$ cat config.mk
export PLATFORM = sky130hd
export DESIGN_NAME = interleaved_zero_run_dropout_counter_flat
export DESIGN_NICKNAME = d
export VERILOG_FILES = /design/src/design/izd_pkg.sv /design/src/design/izd_if.sv /design/src/design/interleaved_zero_run_dropout_counter.sv /design/src/design/izd_cfg.sv /design/src/flat_wrapper.sv
export SDC_FILE = /design/constraint.sdc
export NUM_CORES = 2
export LEC_CHECK = 0
export ABC_AREA = 1
export BUFFER_PORTS_ARGS = -buffer_cell sky130_fd_sc_hd__buf_2
export CAP_MARGIN = 20
export CORE_MARGIN = 4
export CORE_UTILIZATION = 52
export DETAILED_ROUTE_END_ITERATION = 8
export GPL_TIMING_DRIVEN = 0
export PLACE_DENSITY_LB_ADDON = 0.08
export SLEW_MARGIN = 20
export SYNTH_ARGS = -nofsm -noshare
export SYNTH_HDL_FRONTEND = slang
export SYNTH_SLANG_ARGS = --single-unit
$ cat constraint.sdc
create_clock -name clk -period 6.4 [get_ports clk]
set_clock_uncertainty 0.15 [all_clocks]
set_input_delay 1.6 -clock clk [delete_from_list [all_inputs] [get_ports clk]]
set_output_delay 1.6 -clock clk [all_outputs]
set_load 0.03 [all_outputs]
$ cat src/design/izd_pkg.sv
// Package for the interleaved zero-run dropout counter.
// Holds the item field widths, action codes, register indexes and reset values.
// No dependencies.
`timescale 1ns / 1ps

package izd_pkg;

  localparam int ACTION_W   = 2;
  localparam int SAMPLE_W   = 24;
  localparam int CHAN_W     = 6;
  localparam int LOST_W     = 24;
  localparam int RUN_W      = 8;
  localparam int TOTAL_W    = 31;
  localparam int NCH_W      = 7;
  localparam int FLEN_W     = 8;
  localparam int FPF_W      = 16;
  localparam int CFG_IDX_W  = 2;
  localparam int CFG_DATA_W = 16;

  localparam logic [RUN_W-1:0] RUN_MAX = 8'd255;

  localparam logic [CFG_IDX_W-1:0] REG_CHANNEL_COUNT   = 2'd0;
  localparam logic [CFG_IDX_W-1:0] REG_FRAME_LENGTH    = 2'd1;
  localparam logic [CFG_IDX_W-1:0] REG_FRAMES_PER_FILE = 2'd2;

  localparam logic [NCH_W-1:0]  CHANNEL_COUNT_RST   = 7'd5;
  localparam logic [FLEN_W-1:0] FRAME_LENGTH_RST    = 8'd74;
  localparam logic [FPF_W-1:0]  FRAMES_PER_FILE_RST = 16'd406;

  typedef enum logic [ACTION_W-1:0] {
    ACT_SAMPLE   = 2'd0,
    ACT_NEW_FILE = 2'd1,
    ACT_CLEAR    = 2'd2,
    ACT_READ     = 2'd3
  } action_t;

  typedef struct packed {
    logic [NCH_W-1:0]   n_ch;
    logic [FLEN_W-1:0]  frame_length;
    logic [TOTAL_W-1:0] total;
    logic               settling;
  } cfg_view_t;

endpackage

$ cat src/design/izd_if.sv
// Item channel interfaces for the dropout counter: sample in, result out.
// Depends on izd_pkg.
`timescale 1ns / 1ps

interface izd_in_if;
  logic                                valid;
  logic                                ready;
  izd_pkg::action_t                    action;
  logic signed [izd_pkg::SAMPLE_W-1:0] sample;
  logic [izd_pkg::CHAN_W-1:0]          channel;

  modport source (output valid, action, sample, channel, input ready);
  modport sink   (input valid, action, sample, channel, output ready);
endinterface

interface izd_out_if;
  logic                        valid;
  logic                        ready;
  logic [izd_pkg::CHAN_W-1:0]  channel_out;
  logic [izd_pkg::LOST_W-1:0]  lost_count;
  logic                        frame_lost;
  logic                        ignored;

  modport source (output valid, channel_out, lost_count, frame_lost, ignored, input ready);
  modport sink   (input valid, channel_out, lost_count, frame_lost, ignored, output ready);
endinterface

$ cat src/design/interleaved_zero_run_dropout_counter.sv
// Top level of the interleaved zero-run dropout counter.
// Depends on izd_pkg, izd_in_if, izd_out_if and izd_cfg.
//
// Usage:
//   in_item carries one action per item: a sample, a new-file mark, a clear-all
//   or a read of one channel's lost-frame count. out_item returns exactly one
//   result item for each input item, in order.
//   cfg_we/cfg_idx/cfg_data write channel_count, frame_length and
//   frames_per_file; write only while the block holds no item.
//   Accepted items are registered in the read stage, their results in the
//   output register. Throughput: one item per cycle while out_item is not
//   stalled. Run lengths and counts live in two single-port-read memories; an
//   item reads its entry at acceptance and writes it back as its result is
//   registered, with a bypass for the next item. After reset or a write on
//   cfg_we, in_ready stays low while the per-file sample total is rebuilt.
//   Reset clears all counts, runs, the channel position and the file index.
//   When out_item is stalled, the result waits in the output register, one
//   more item may wait in the read stage, and in_ready then drops.
`timescale 1ns / 1ps

module interleaved_zero_run_dropout_counter #(
  parameter int MAX_CHANNELS = 64,
  parameter int COUNT_BITS   = 24
) (
  input  logic                           clk,
  input  logic                           rst_n,
  izd_in_if.sink                         in_item,
  izd_out_if.source                      out_item,
  input  logic                           cfg_we,
  input  logic [izd_pkg::CFG_IDX_W-1:0]  cfg_idx,
  input  logic [izd_pkg::CFG_DATA_W-1:0] cfg_data
);
  import izd_pkg::*;

  localparam int AW = (MAX_CHANNELS > 1) ? $clog2(MAX_CHANNELS) : 1;
  localparam logic [COUNT_BITS-1:0] COUNT_MAX = {COUNT_BITS{1'b1}};

  cfg_view_t cfg;

  izd_cfg #(.MAX_CHANNELS(MAX_CHANNELS)) u_cfg (
    .clk      (clk),
    .rst_n    (rst_n),
    .cfg_we   (cfg_we),
    .cfg_idx  (cfg_idx),
    .cfg_data (cfg_data),
    .view     (cfg)
  );

  logic [RUN_W-1:0]      zr_mem_r [MAX_CHANNELS];
  logic [COUNT_BITS-1:0] lt_mem_r [MAX_CHANNELS];
  logic [MAX_CHANNELS-1:0] zr_vld_r, zr_vld_nxt;
  logic [MAX_CHANNELS-1:0] lt_vld_r, lt_vld_nxt;

  logic [AW-1:0]      pos_r;
  logic [TOTAL_W-1:0] fsi_r;

  logic               busy_r;
  action_t            act_r;
  logic               nz_r;
  logic [CHAN_W-1:0]  chan_r;
  logic [AW-1:0]      addr_r;
  logic               oob_r;
  logic               ign_r;
  logic [RUN_W-1:0]      zr_q_r;
  logic [COUNT_BITS-1:0] lt_q_r;
  logic               zr_vq_r;
  logic               lt_vq_r;

  logic               out_valid_r;
  logic [CHAN_W-1:0]  out_chan_r;
  logic [LOST_W-1:0]  out_lost_r;
  logic               out_frame_r;
  logic               out_ign_r;

  logic               complete;
  logic               accept;
  logic [AW-1:0]      pos_eff;
  logic [AW-1:0]      pos_next;
  logic [AW-1:0]      raddr;
  logic               ign_in;
  logic [RUN_W-1:0]      zr_cur;
  logic [COUNT_BITS-1:0] lt_cur;
  logic [RUN_W-1:0]      run;
  logic               hit;
  logic [RUN_W-1:0]      run_w;
  logic [COUNT_BITS-1:0] lt_w;
  logic               zr_we;
  logic               lt_we;

  assign complete      = busy_r && (!out_valid_r || out_item.ready);
  assign in_item.ready = !cfg.settling && (!busy_r || complete);
  assign accept        = in_item.valid && in_item.ready;

  always_comb begin
    pos_eff  = (32'(pos_r) < 32'(cfg.n_ch)) ? pos_r : '0;
    pos_next = (32'(pos_eff) + 1 >= 32'(cfg.n_ch)) ? '0 : pos_eff + AW'(1);
    raddr    = (in_item.action == ACT_READ) ? AW'(in_item.channel) : pos_eff;
    ign_in   = (fsi_r >= cfg.total);
  end

  always_comb begin
    zr_cur = zr_vq_r ? zr_q_r : '0;
    lt_cur = lt_vq_r ? lt_q_r : '0;
    if (nz_r) begin
      run = '0;
    end else if (zr_cur < RUN_MAX) begin
      run = zr_cur + RUN_W'(1);
    end else begin
      run = zr_cur;
    end
    hit   = (cfg.frame_length != '0) && (run == cfg.frame_length);
    run_w = hit ? '0 : run;
    lt_w  = (hit && lt_cur != COUNT_MAX) ? lt_cur + COUNT_BITS'(1) : lt_cur;
    zr_we = complete && (act_r == ACT_SAMPLE) && !ign_r;
    lt_we = zr_we && hit;
  end

  always_comb begin
    zr_vld_nxt = zr_vld_r;
    lt_vld_nxt = lt_vld_r;
    if (complete && (act_r == ACT_NEW_FILE || act_r == ACT_CLEAR)) begin
      zr_vld_nxt = '0;
    end else if (zr_we) begin
      zr_vld_nxt[addr_r] = 1'b1;
    end
    if (complete && act_r == ACT_CLEAR) begin
      lt_vld_nxt = '0;
    end else if (lt_we) begin
      lt_vld_nxt[addr_r] = 1'b1;
    end
  end

  always_ff @(posedge clk) begin
    if (zr_we) begin
      zr_mem_r[addr_r] <= run_w;
    end
    if (lt_we) begin
      lt_mem_r[addr_r] <= lt_w;
    end
    if (accept) begin
      zr_q_r  <= (zr_we && addr_r == raddr) ? run_w : zr_mem_r[raddr];
      lt_q_r  <= (lt_we && addr_r == raddr) ? lt_w : lt_mem_r[raddr];
      zr_vq_r <= zr_vld_nxt[raddr];
      lt_vq_r <= lt_vld_nxt[raddr];
      act_r   <= in_item.action;
      nz_r    <= (in_item.sample != '0);
      chan_r  <= in_item.channel;
      addr_r  <= raddr;
      oob_r   <= (32'(in_item.channel) >= MAX_CHANNELS);
      ign_r   <= (in_item.action == ACT_SAMPLE) && ign_in;
    end
  end

  always_ff @(posedge clk) begin
    if (!rst_n) begin
      zr_vld_r <= '0;
      lt_vld_r <= '0;
      pos_r    <= '0;
      fsi_r    <= '0;
      busy_r   <= 1'b0;
    end else begin
      zr_vld_r <= zr_vld_nxt;
      lt_vld_r <= lt_vld_nxt;
      if (accept) begin
        busy_r <= 1'b1;
        unique case (in_item.action)
          ACT_SAMPLE: begin
            if (!ign_in) begin
              pos_r <= pos_next;
              fsi_r <= fsi_r + TOTAL_W'(1);
            end
          end
          ACT_NEW_FILE, ACT_CLEAR: begin
            pos_r <= '0;
            fsi_r <= '0;
          end
          ACT_READ: ;
          default: ;
        endcase
      end else if (complete) begin
        busy_r <= 1'b0;
      end
    end
  end

  always_ff @(posedge clk) begin
    if (!rst_n) begin
      out_valid_r <= 1'b0;
    end else if (complete) begin
      out_valid_r <= 1'b1;
    end else if (out_item.ready) begin
      out_valid_r <= 1'b0;
    end
  end

  always_ff @(posedge clk) begin
    if (complete) begin
      unique case (act_r)
        ACT_SAMPLE: begin
          out_chan_r  <= CHAN_W'(addr_r);
          out_lost_r  <= ign_r ? LOST_W'(lt_cur) : LOST_W'(lt_w);
          out_frame_r <= !ign_r && hit;
          out_ign_r   <= ign_r;
        end
        ACT_READ: begin
          out_chan_r  <= chan_r;
          out_lost_r  <= oob_r ? '0 : LOST_W'(lt_cur);
          out_frame_r <= 1'b0;
          out_ign_r   <= 1'b0;
        end
        default: begin
          out_chan_r  <= '0;
          out_lost_r  <= '0;
          out_frame_r <= 1'b0;
          out_ign_r   <= 1'b0;
        end
      endcase
    end
  end

  assign out_item.valid       = out_valid_r;
  assign out_item.channel_out = out_chan_r;
  assign out_item.lost_count  = out_lost_r;
  assign out_item.frame_lost  = out_frame_r;
  assign out_item.ignored     = out_ign_r;

endmodule

$ cat src/design/izd_cfg.sv
// Configuration registers and the per-file sample total of the dropout counter.
// Total is built over two multiplier stages; settling is high while it catches up.
// Depends on izd_pkg.
`timescale 1ns / 1ps

module izd_cfg #(
  parameter int MAX_CHANNELS = 64
) (
  input  logic                             clk,
  input  logic                             rst_n,
  input  logic                             cfg_we,
  input  logic [izd_pkg::CFG_IDX_W-1:0]    cfg_idx,
  input  logic [izd_pkg::CFG_DATA_W-1:0]   cfg_data,
  output izd_pkg::cfg_view_t               view
);
  import izd_pkg::*;

  logic [NCH_W-1:0]       cc_r;
  logic [FLEN_W-1:0]      fl_r;
  logic [FPF_W-1:0]       fpf_r;
  logic [NCH_W-1:0]       n_r;
  logic [FLEN_W-1:0]      fl_d_r;
  logic [NCH_W+FLEN_W-1:0] prod_r;
  logic [TOTAL_W-1:0]     total_r;
  logic [1:0]             settle_r;
  logic [NCH_W-1:0]       n_eff;
  logic [NCH_W+FPF_W+FLEN_W-1:0] prod_full;

  always_comb begin
    n_eff = cc_r;
    if (cc_r == '0) begin
      n_eff = NCH_W'(1);
    end else if (32'(cc_r) > MAX_CHANNELS) begin
      n_eff = NCH_W'(MAX_CHANNELS);
    end
  end

  assign prod_full = (NCH_W+FPF_W+FLEN_W)'(prod_r) * (NCH_W+FPF_W+FLEN_W)'(fpf_r);

  always_ff @(posedge clk) begin
    if (!rst_n) begin
      cc_r     <= CHANNEL_COUNT_RST;
      fl_r     <= FRAME_LENGTH_RST;
      fpf_r    <= FRAMES_PER_FILE_RST;
      settle_r <= 2'd2;
    end else begin
      if (cfg_we) begin
        unique case (cfg_idx)
          REG_CHANNEL_COUNT:   cc_r  <= cfg_data[NCH_W-1:0];
          REG_FRAME_LENGTH:    fl_r  <= cfg_data[FLEN_W-1:0];
          REG_FRAMES_PER_FILE: fpf_r <= cfg_data[FPF_W-1:0];
          default: ;
        endcase
        settle_r <= 2'd2;
      end else if (settle_r != 2'd0) begin
        settle_r <= settle_r - 2'd1;
      end
    end
  end

  always_ff @(posedge clk) begin
    n_r     <= n_eff;
    fl_d_r  <= fl_r;
    prod_r  <= (NCH_W+FLEN_W)'(n_eff) * (NCH_W+FLEN_W)'(fl_r);
    total_r <= prod_full[TOTAL_W-1:0];
  end

  assign view.n_ch         = n_r;
  assign view.frame_length = fl_d_r;
  assign view.total        = total_r;
  assign view.settling     = (settle_r != 2'd0);

endmodule
$ cat src/flat_wrapper.sv
// flat-port wrapper written by rule: the top's interface ports become plain ports
module interleaved_zero_run_dropout_counter_flat import izd_pkg::*;
#(
  parameter int MAX_CHANNELS = 64,
  parameter int COUNT_BITS   = 24
)
  (clk, rst_n, cfg_we, cfg_idx, cfg_data, in_item_valid, in_item_action, in_item_sample, in_item_channel, in_item_ready, out_item_valid, out_item_channel_out, out_item_lost_count, out_item_frame_lost, out_item_ignored, out_item_ready);
  izd_in_if in_item_i ();
  izd_out_if out_item_i ();
  input  logic clk;
  input  logic rst_n;
  input  logic cfg_we;
  input  logic [izd_pkg::CFG_IDX_W-1:0] cfg_idx;
  input  logic [izd_pkg::CFG_DATA_W-1:0] cfg_data;
  input wire logic [$bits(in_item_i.valid)-1:0] in_item_valid;
  input wire logic [$bits(in_item_i.action)-1:0] in_item_action;
  input wire logic [$bits(in_item_i.sample)-1:0] in_item_sample;
  input wire logic [$bits(in_item_i.channel)-1:0] in_item_channel;
  output wire logic [$bits(in_item_i.ready)-1:0] in_item_ready;
  output wire logic [$bits(out_item_i.valid)-1:0] out_item_valid;
  output wire logic [$bits(out_item_i.channel_out)-1:0] out_item_channel_out;
  output wire logic [$bits(out_item_i.lost_count)-1:0] out_item_lost_count;
  output wire logic [$bits(out_item_i.frame_lost)-1:0] out_item_frame_lost;
  output wire logic [$bits(out_item_i.ignored)-1:0] out_item_ignored;
  input wire logic [$bits(out_item_i.ready)-1:0] out_item_ready;
  assign in_item_i.valid = in_item_valid;
  assign in_item_i.action = in_item_action;
  assign in_item_i.sample = in_item_sample;
  assign in_item_i.channel = in_item_channel;
  assign in_item_ready = in_item_i.ready;
  assign out_item_valid = out_item_i.valid;
  assign out_item_channel_out = out_item_i.channel_out;
  assign out_item_lost_count = out_item_i.lost_count;
  assign out_item_frame_lost = out_item_i.frame_lost;
  assign out_item_ignored = out_item_i.ignored;
  assign out_item_i.ready = out_item_ready;
  interleaved_zero_run_dropout_counter #(.MAX_CHANNELS(MAX_CHANNELS), .COUNT_BITS(COUNT_BITS)) u_core (.clk(clk), .rst_n(rst_n), .in_item(in_item_i), .out_item(out_item_i), .cfg_we(cfg_we), .cfg_idx(cfg_idx), .cfg_data(cfg_data));
endmodule
# After elaboration in Yosys (flattened, before gate mapping)
# Memories as Yosys holds them, arrays and structs flattened. A register that Yosys moved wholly into a read port is not among the register bits.
# Index checks and enable logic that the tools add are counted.
[word_totals]
regBits = 311
latchBits = 0
ramBits = 2048
rom_bits = 0
input_bits = 55
output_inout_bits = 34
n_memories = 2
[memory_table]
columns = ["name", "words", "word_bits", "read_ports", "rd_clocked_by_memory_dff", "wr", "line_no", "text"]
rows = [
  ["u_core.lt_mem_r", 64, 24, 1, 1, 1, "interleaved_zero_run_dropout_counter.sv:50", "logic [COUNT_BITS-1:0] lt_mem_r [MAX_CHANNELS];"],
  ["u_core.zr_mem_r", 64, 8, 1, 1, 1, "interleaved_zero_run_dropout_counter.sv:49", "logic [RUN_W-1:0] zr_mem_r [MAX_CHANNELS];"],
]
[classes]
addsub = 6
multipliers = 2
div_mod_pow = 0
order_cmp = 8
n_eq_ne = 11
shifts = 0
n_mux = 36
bitwise_logic = 3
n_reduce_logical = 36
[op_table]
columns = ["cell", "count"]
rows = [
  ["64-bit 2-to-1 mux", 4],
  ["64-bit bitwise OR", 2],
  ["24-bit 2-to-1 mux", 3],
  ["31-bit case mux with 2 select lines", 1],
  ["24-bit case mux with 2 select lines", 1],
  ["32-bit by 7-bit >= comparator with 1-bit output", 1],
  ["8-bit 2-to-1 mux", 4],
  ["31-bit by 1-bit adder with 31-bit output (second input constant)", 1],
  ["31-bit >= comparator", 1],
  ["15-bit by 16-bit multiplier with 31-bit output", 1],
  ["31-bit 2-to-1 mux", 1],
  ["24-bit by 1-bit adder with 24-bit output (second input constant)", 1],
  ["6-bit 2-to-1 mux", 4],
  ["24-bit != test (second input constant)", 1],
  ["6-bit case mux with 2 select lines", 2],
  ["24-bit nonzero test", 1],
  ["7-bit by 8-bit multiplier with 15-bit output", 1],
  ["6-bit by 7-bit less-than comparator with 1-bit output (second input constant)", 2],
  ["7-bit 2-to-1 mux", 2],
  ["1-bit logical AND", 13],
  ["1-bit binary-select mux with 6-bit select", 2],
  ["1-bit 2-to-1 mux", 11],
  ["2-bit equality test (second input constant)", 5],
  ["8-bit by 1-bit adder with 8-bit output (second input constant)", 1],
  ["other kinds (21)", 36],
]

# Logic depth before layout (Yosys ltp)
[depth]
depth_word = 11
mapped_depth = 34
mapped_depth_nobuf = 33

# Modules after synthesis
# Synthesis repeated with hierarchy kept, for this count alone.
[hier_totals]
cells_unflattened = 10394
hier_area_um2 = 109118.4
[by_module_without_submodules]
columns = ["module", "instances", "cells_each", "area_per_inst_um2"]
rows = [
  ["interleaved_zero_run_dropout_counter", 1, 8632, 95979.6],
  ["izd_cfg", 1, 1762, 13138.9],
]

# Worst setup path before layout
# OpenSTA, ideal clock, no wires.
[synth_timing]
path_type = "register to register"
from = "register u_core.u_cfg.fpf_r[7]"
to = "register u_core.u_cfg.total_r[27]"
t_arrival_ns = 5.679
required_ns = 6.178
setup_slack_ns = 0.500
path_stages_with_launch = 33
path_buffers = 2
period_less_slack_ns = 5.900
path_cell_list = "dfxtp_1 -> clkbuf_1 -> clkbuf_1 -> nand2_1 -> inv_1 -> fa_1 -> inv_1 -> fa_1 -> inv_1 -> fa_1 -> inv_1 -> fa_1 -> inv_1 -> fa_1 -> inv_1 -> fa_1 -> inv_1 -> ha_1 -> nand2_1 -> o21ai_0 -> nand3_1 -> nand2_1 -> nand2_1 -> nand2_1 -> nand2_1 -> nand2_1 -> nand2_1 -> nand2_1 -> nand2_1 -> nand2_1 -> a21oi_1 -> o21ai_0 -> xor2_1"
[synth_between]
elab_chain_len = 1
[synth_rtl]
columns = ["element", "line_no", "text"]
rows = [
  ["start: declaration", "izd_cfg.sv:20", "logic [FPF_W-1:0] fpf_r;"],
  ["start signal: assignment", "izd_cfg.sv:51", "REG_FRAMES_PER_FILE: fpf_r <= cfg_data[FPF_W-1:0];"],
  ["15-bit by 16-bit multiplier with 31-bit output", "izd_cfg.sv:38", "assign prod_full = (NCH_W+FPF_W+FLEN_W)'(prod_r) * (NCH_W+FPF_W+FLEN_W)'(fpf_r);"],
  ["net u_core.u_cfg.prod_full[27]", "izd_cfg.sv:27", "logic [NCH_W+FPF_W+FLEN_W-1:0] prod_full;"],
  ["end signal: assignment", "izd_cfg.sv:65", "total_r <= prod_full[TOTAL_W-1:0];"],
  ["end: declaration", "izd_cfg.sv:24", "logic [TOTAL_W-1:0] total_r;"],
]
# The timed path passes the listed nets, and every way through them passes these cells.
# A chain may end at the register's enable or synchronous reset.

# Worst setup path in the final report
[layout_timing]
from = "input in_item_action[1]"
to = "register u_core.zr_q_r[7] (read register of u_core.zr_mem_r) (data pin)"
[layout_between]
elab_chain_len = 2
[layout_rtl]
columns = ["element", "line_no", "text"]
rows = [
  ["start: declaration", "flat_wrapper.sv:16", "input wire logic [$bits(in_item_i.action)-1:0] in_item_action;"],
  ["2-bit equality test", "interleaved_zero_run_dropout_counter.sv:97", "raddr = (in_item.action == ACT_READ) ? AW'(in_item.channel) : pos_eff;"],
  ["6-bit 2-to-1 mux", "interleaved_zero_run_dropout_counter.sv:97", ""],
  ["end: declaration", "interleaved_zero_run_dropout_counter.sv:64", "logic [RUN_W-1:0] zr_q_r;"],
]
# Every way passes these cells.

==> results.tsv <==
stage	metric	value	unit
status	status	complete, but fails checks	
status	failing checks	DRC, setup timing	
sta	Post-Route Setup TNS	-87.96	ps
die	die height	462.9	µm
drt	DR pass1 iterations	9	
global_route	pin count of the biggest net entering global routing	65	
synth	multiplexer share of the synthesized area	0	%
synth	syn avg cell area	10.87	µm²
global_route	busiest grt layer	met2	
final_layout	commonest non-fill, non-tap cell in the layout	edfxtp_1	
critical_path	FF-to-FF path depth	21	
global_route	met2 Usage GRT	58.65	%
sta	Final WS setup	-80.78	ps
place	# port buffers	87	
sta	Worst-Margin Slew	1324	ps
synth	Cell Area, Synth	107600	µm²
synth	cell taking the most area after synthesis	edfxtp_1	
synth	XOR/XNOR Fraction of Synth Area	0.7407	%
critical_path	r2r setup slk	270	ps
sta	Slew Viols, Final	0	
place	HPWL Detailed	305700	µm
sta	maximum clock rate	154.3	MHz
clock_network	clock buffer count from CTS	274	
clock_network	CTS tree	yes	
drt	wirelength, routed	435400	µm
synth	number of synthesized flops with an enable pin	2130	
clock_network	root buffer cell	clkbuf_16	
synth	Post-Synth Simple-Gate Area	16.39	%
final_layout	fraction of layout cells with a size suffix above 1	10.16	%
global_route	met3 usage	10.62	%
die	die width	462.9	µm
drt	ANT nets after route	0	
clock_network	Clk pin slew, worst setup/hold paths	60	ps
place	Setup WS pre-CTS	-642.7	ps
drt	Wirelength per Cell	32.74	µm
critical_path	reg2reg start	u_core.u_cfg.prod_r[12]	
final_layout	Area growth syn-to-layout	15.06	%
power_and_ir_drop	Leak	46.25	nW
global_route	Global Route met1 Usage	52.72	%
critical_path	Critical Path AT	7090	ps
sta	crit share post-route	101.3	%
global_route	antenna violations before repair	32	
die	site row count	166	
sta	Final setup viols	2	
critical_path	CP startpoint kind	primary input	
critical_path	crit end category	register	
drt	vias per cell	6.353	
power_and_ir_drop	Power Dens Cells	331.8	nW/µm²
final_layout	most frequent cells in the layout	edfxtp_1 (2130), nand2_1 (1760), nand3_1 (1131)	
synth	Main synth FF type	edfxtp_1	
clock_network	H-tree Lvls	5	
global_route	GR Overflow Total	0	
min_path	Min-Delay Startpoint	u_core.u_cfg.fl_r[3]	
die	Starting Density	52.44	%
sta	Final min period	6481	ps
drt	residual DRC count	1	
clock_network	clk_lat worst skew	940	ps
synth	Seq cells post-synth	2391	
synth	combinational family with the most area after synthesis	simple AND/OR/NAND/NOR gates	
synth	asr flop ratio synth	0	%
min_path	HP Class	reg2reg	
global_route	first-pass GRT wire length	602400	µm
synth	Yosys top cell area share	59.44	%
drt	vias after detailed routing	84490	
synth	complex-gate fraction of the synthesized area	7.623	%
sta	Rel. slew slack	11.70	%
synth	yosys warns	0	
synth	post-synthesis cell type count	55	
critical_path	crit path max fanout	10	
die	area of the core	205200	µm²
synth	top post-synthesis cells by area	edfxtp_1 (59%), nand2_1 (6.2%), nand3_1 (5.3%)	
run	MaxCap Viol Count	0	
clock_network	clk sinks	2391	
die	Die ar.	214300	µm²
critical_path	crit path capture	u_core.zr_q_r[7]	
synth	Mapped Nets	10350	
clock_network	Bufs on Longest Clock Path	4	
sta	final hold vios	0	
critical_path	worst r2r dst	u_core.u_cfg.total_r[30]	
global_route	GRT Util Overall	39.81	%
critical_path	Crit Path Category	in2reg	
critical_path	crit path from	in_item_action[1]	
final_layout	Final #Nets	10860	
power_and_ir_drop	Peak VDD IR	0.7437	mV
synth	gate count after technology mapping	9903	
synth	adder-cell share of the synthesized area	5.993	%
drt	iteration-0 DRC count of the detailed router	13260	
die	IO Count	89	
place	Final GP Congestion	1.025	
synth	Seq/Total Area, Yosys	64.30	%
clock_network	hold buffer count at cts	0	
critical_path	CP required	7010	ps
global_route	number of global-route vias before repair	79580	
timing repair:
| item | CTS | global route |
|---|---|---|
| cloned | 0 | 0 |
| endpoints found under the setup margin | 10 | 10 |
| pin swaps | 0 | 1 |
| resized for setup | 56 | 33 |
| setup buffers | 0 | 2 |
layer usage:
layer,vias up,wire [µm]
li1,35400,-
met5,-,74
met1,41420,160600
met3,1458,54540
met2,6203,187000
met4,12,33150
power breakdown:
part | switching, mW | leakage [nW] | internal (mW) | total (mW)
Clock | 6.33 | 4.01 | 8.49 | 14.8
Combinational | 5.94 | 20.7 | 3.03 | 8.96
Sequential | 0.148 | 21.6 | 17.2 | 17.3
worst min-delay path by stage:
stage,end,depth (start not counted)
floorplan,u_core.u_cfg.fl_d_r[3],0
global placement,u_core.u_cfg.fl_d_r[3],0
detailed placement,u_core.u_cfg.fl_d_r[3],0
CTS,u_core.u_cfg.fl_d_r[3],0
global route,u_core.u_cfg.fl_d_r[3],0
finish,u_core.u_cfg.fl_d_r[3],0
cells in the mapped netlist (all sizes together), types with 49 or more instances:
cell type and number:
fa 209, o21ai 884, xor2 72, buf 203, dfxtp 261, clkbuf 424
nand4 52, inv 726, a21oi 134, nor3 49, nand2 1769, edfxtp 2130
nor2 1160, o22ai 338, nand3 1136, ha 181
critical path, cell delays in order:
cell	delay [ps]
buf_2	180
ha_1	220
inv_1	70
clkbuf_1	380
o21ai_0	160
o21ai_1	660
clkbuf_1	1000
clkbuf_2	700
clkbuf_1	890
nand2_1	120
nand3_1	110
nand3_1	310
nand3_1	300
nand3_1	220
nand2_1	130
cell type report:
class / count / area (µm²)
Antenna cell: 20 / 50.05
Buffer: 596 / 2591
Clock buffer: 341 / 7256
Clock inverter: 116 / 894.6
Fill cell: 16950 / 81400
Inverter: 729 / 2794
Multi-Input combinational cell: 6156 / 33760
Sequential cell: 2391 / 69210
Tap cell: 2688 / 3363
Timing Repair Buffer: 262 / 3887
sequential cells by signal, summed over array words and instances, names as in the netlist, 7 cells and up:
signal                      flops
u_core.lt_mem_r              1536
u_core.zr_mem_r               512
u_core.lt_vld_r                64
u_core.zr_vld_r                64
u_core.fsi_r                   31
u_core.u_cfg.total_r           31
u_core.lt_q_r                  24
u_core.out_item.lost_count     24
u_core.u_cfg.fpf_r             16
u_core.u_cfg.prod_r            15
u_core.u_cfg.fl_d_r             8
u_core.u_cfg.fl_r               8
u_core.zr_q_r                   8
u_core.u_cfg.cc_r               7
u_core.u_cfg.n_r                7
metrics by stage:
| stage | cells | power, mW | hold slack, ps | util (%) | instance area [µm²] |
|---|---|---|---|---|---|
| CTS | 13290 | 40.71 | 257.0 | 60.29 | 123700 |
| detailed placement | 12850 | 26.14 | 219.0 | 56.30 | 115500 |
| floorplan | 9903 | 23.24 | 201.0 | - | 107600 |
| global route | 13280 | 42.77 | 284.5 | 60.31 | 123800 |
| finish | 13300 | 41.08 | 263.9 | 60.33 | 123800 |
| global placement | 12680 | 26.05 | 227.8 | 54.29 | 111400 |
logic make-up (layout without fill, tap and decap cells):
kind of cell,Yosys count,after routing
AOI/OAI and AO/OA,1466,1466
xor gates and xnor gates,91,91
adders and majority gates,390,390
buffers and inverters,1356,2044
DFF,2391,2391
other,0,20
and+or+nand+nor,4209,4209
No activity file was read; power rests on OpenSTA's default activity.
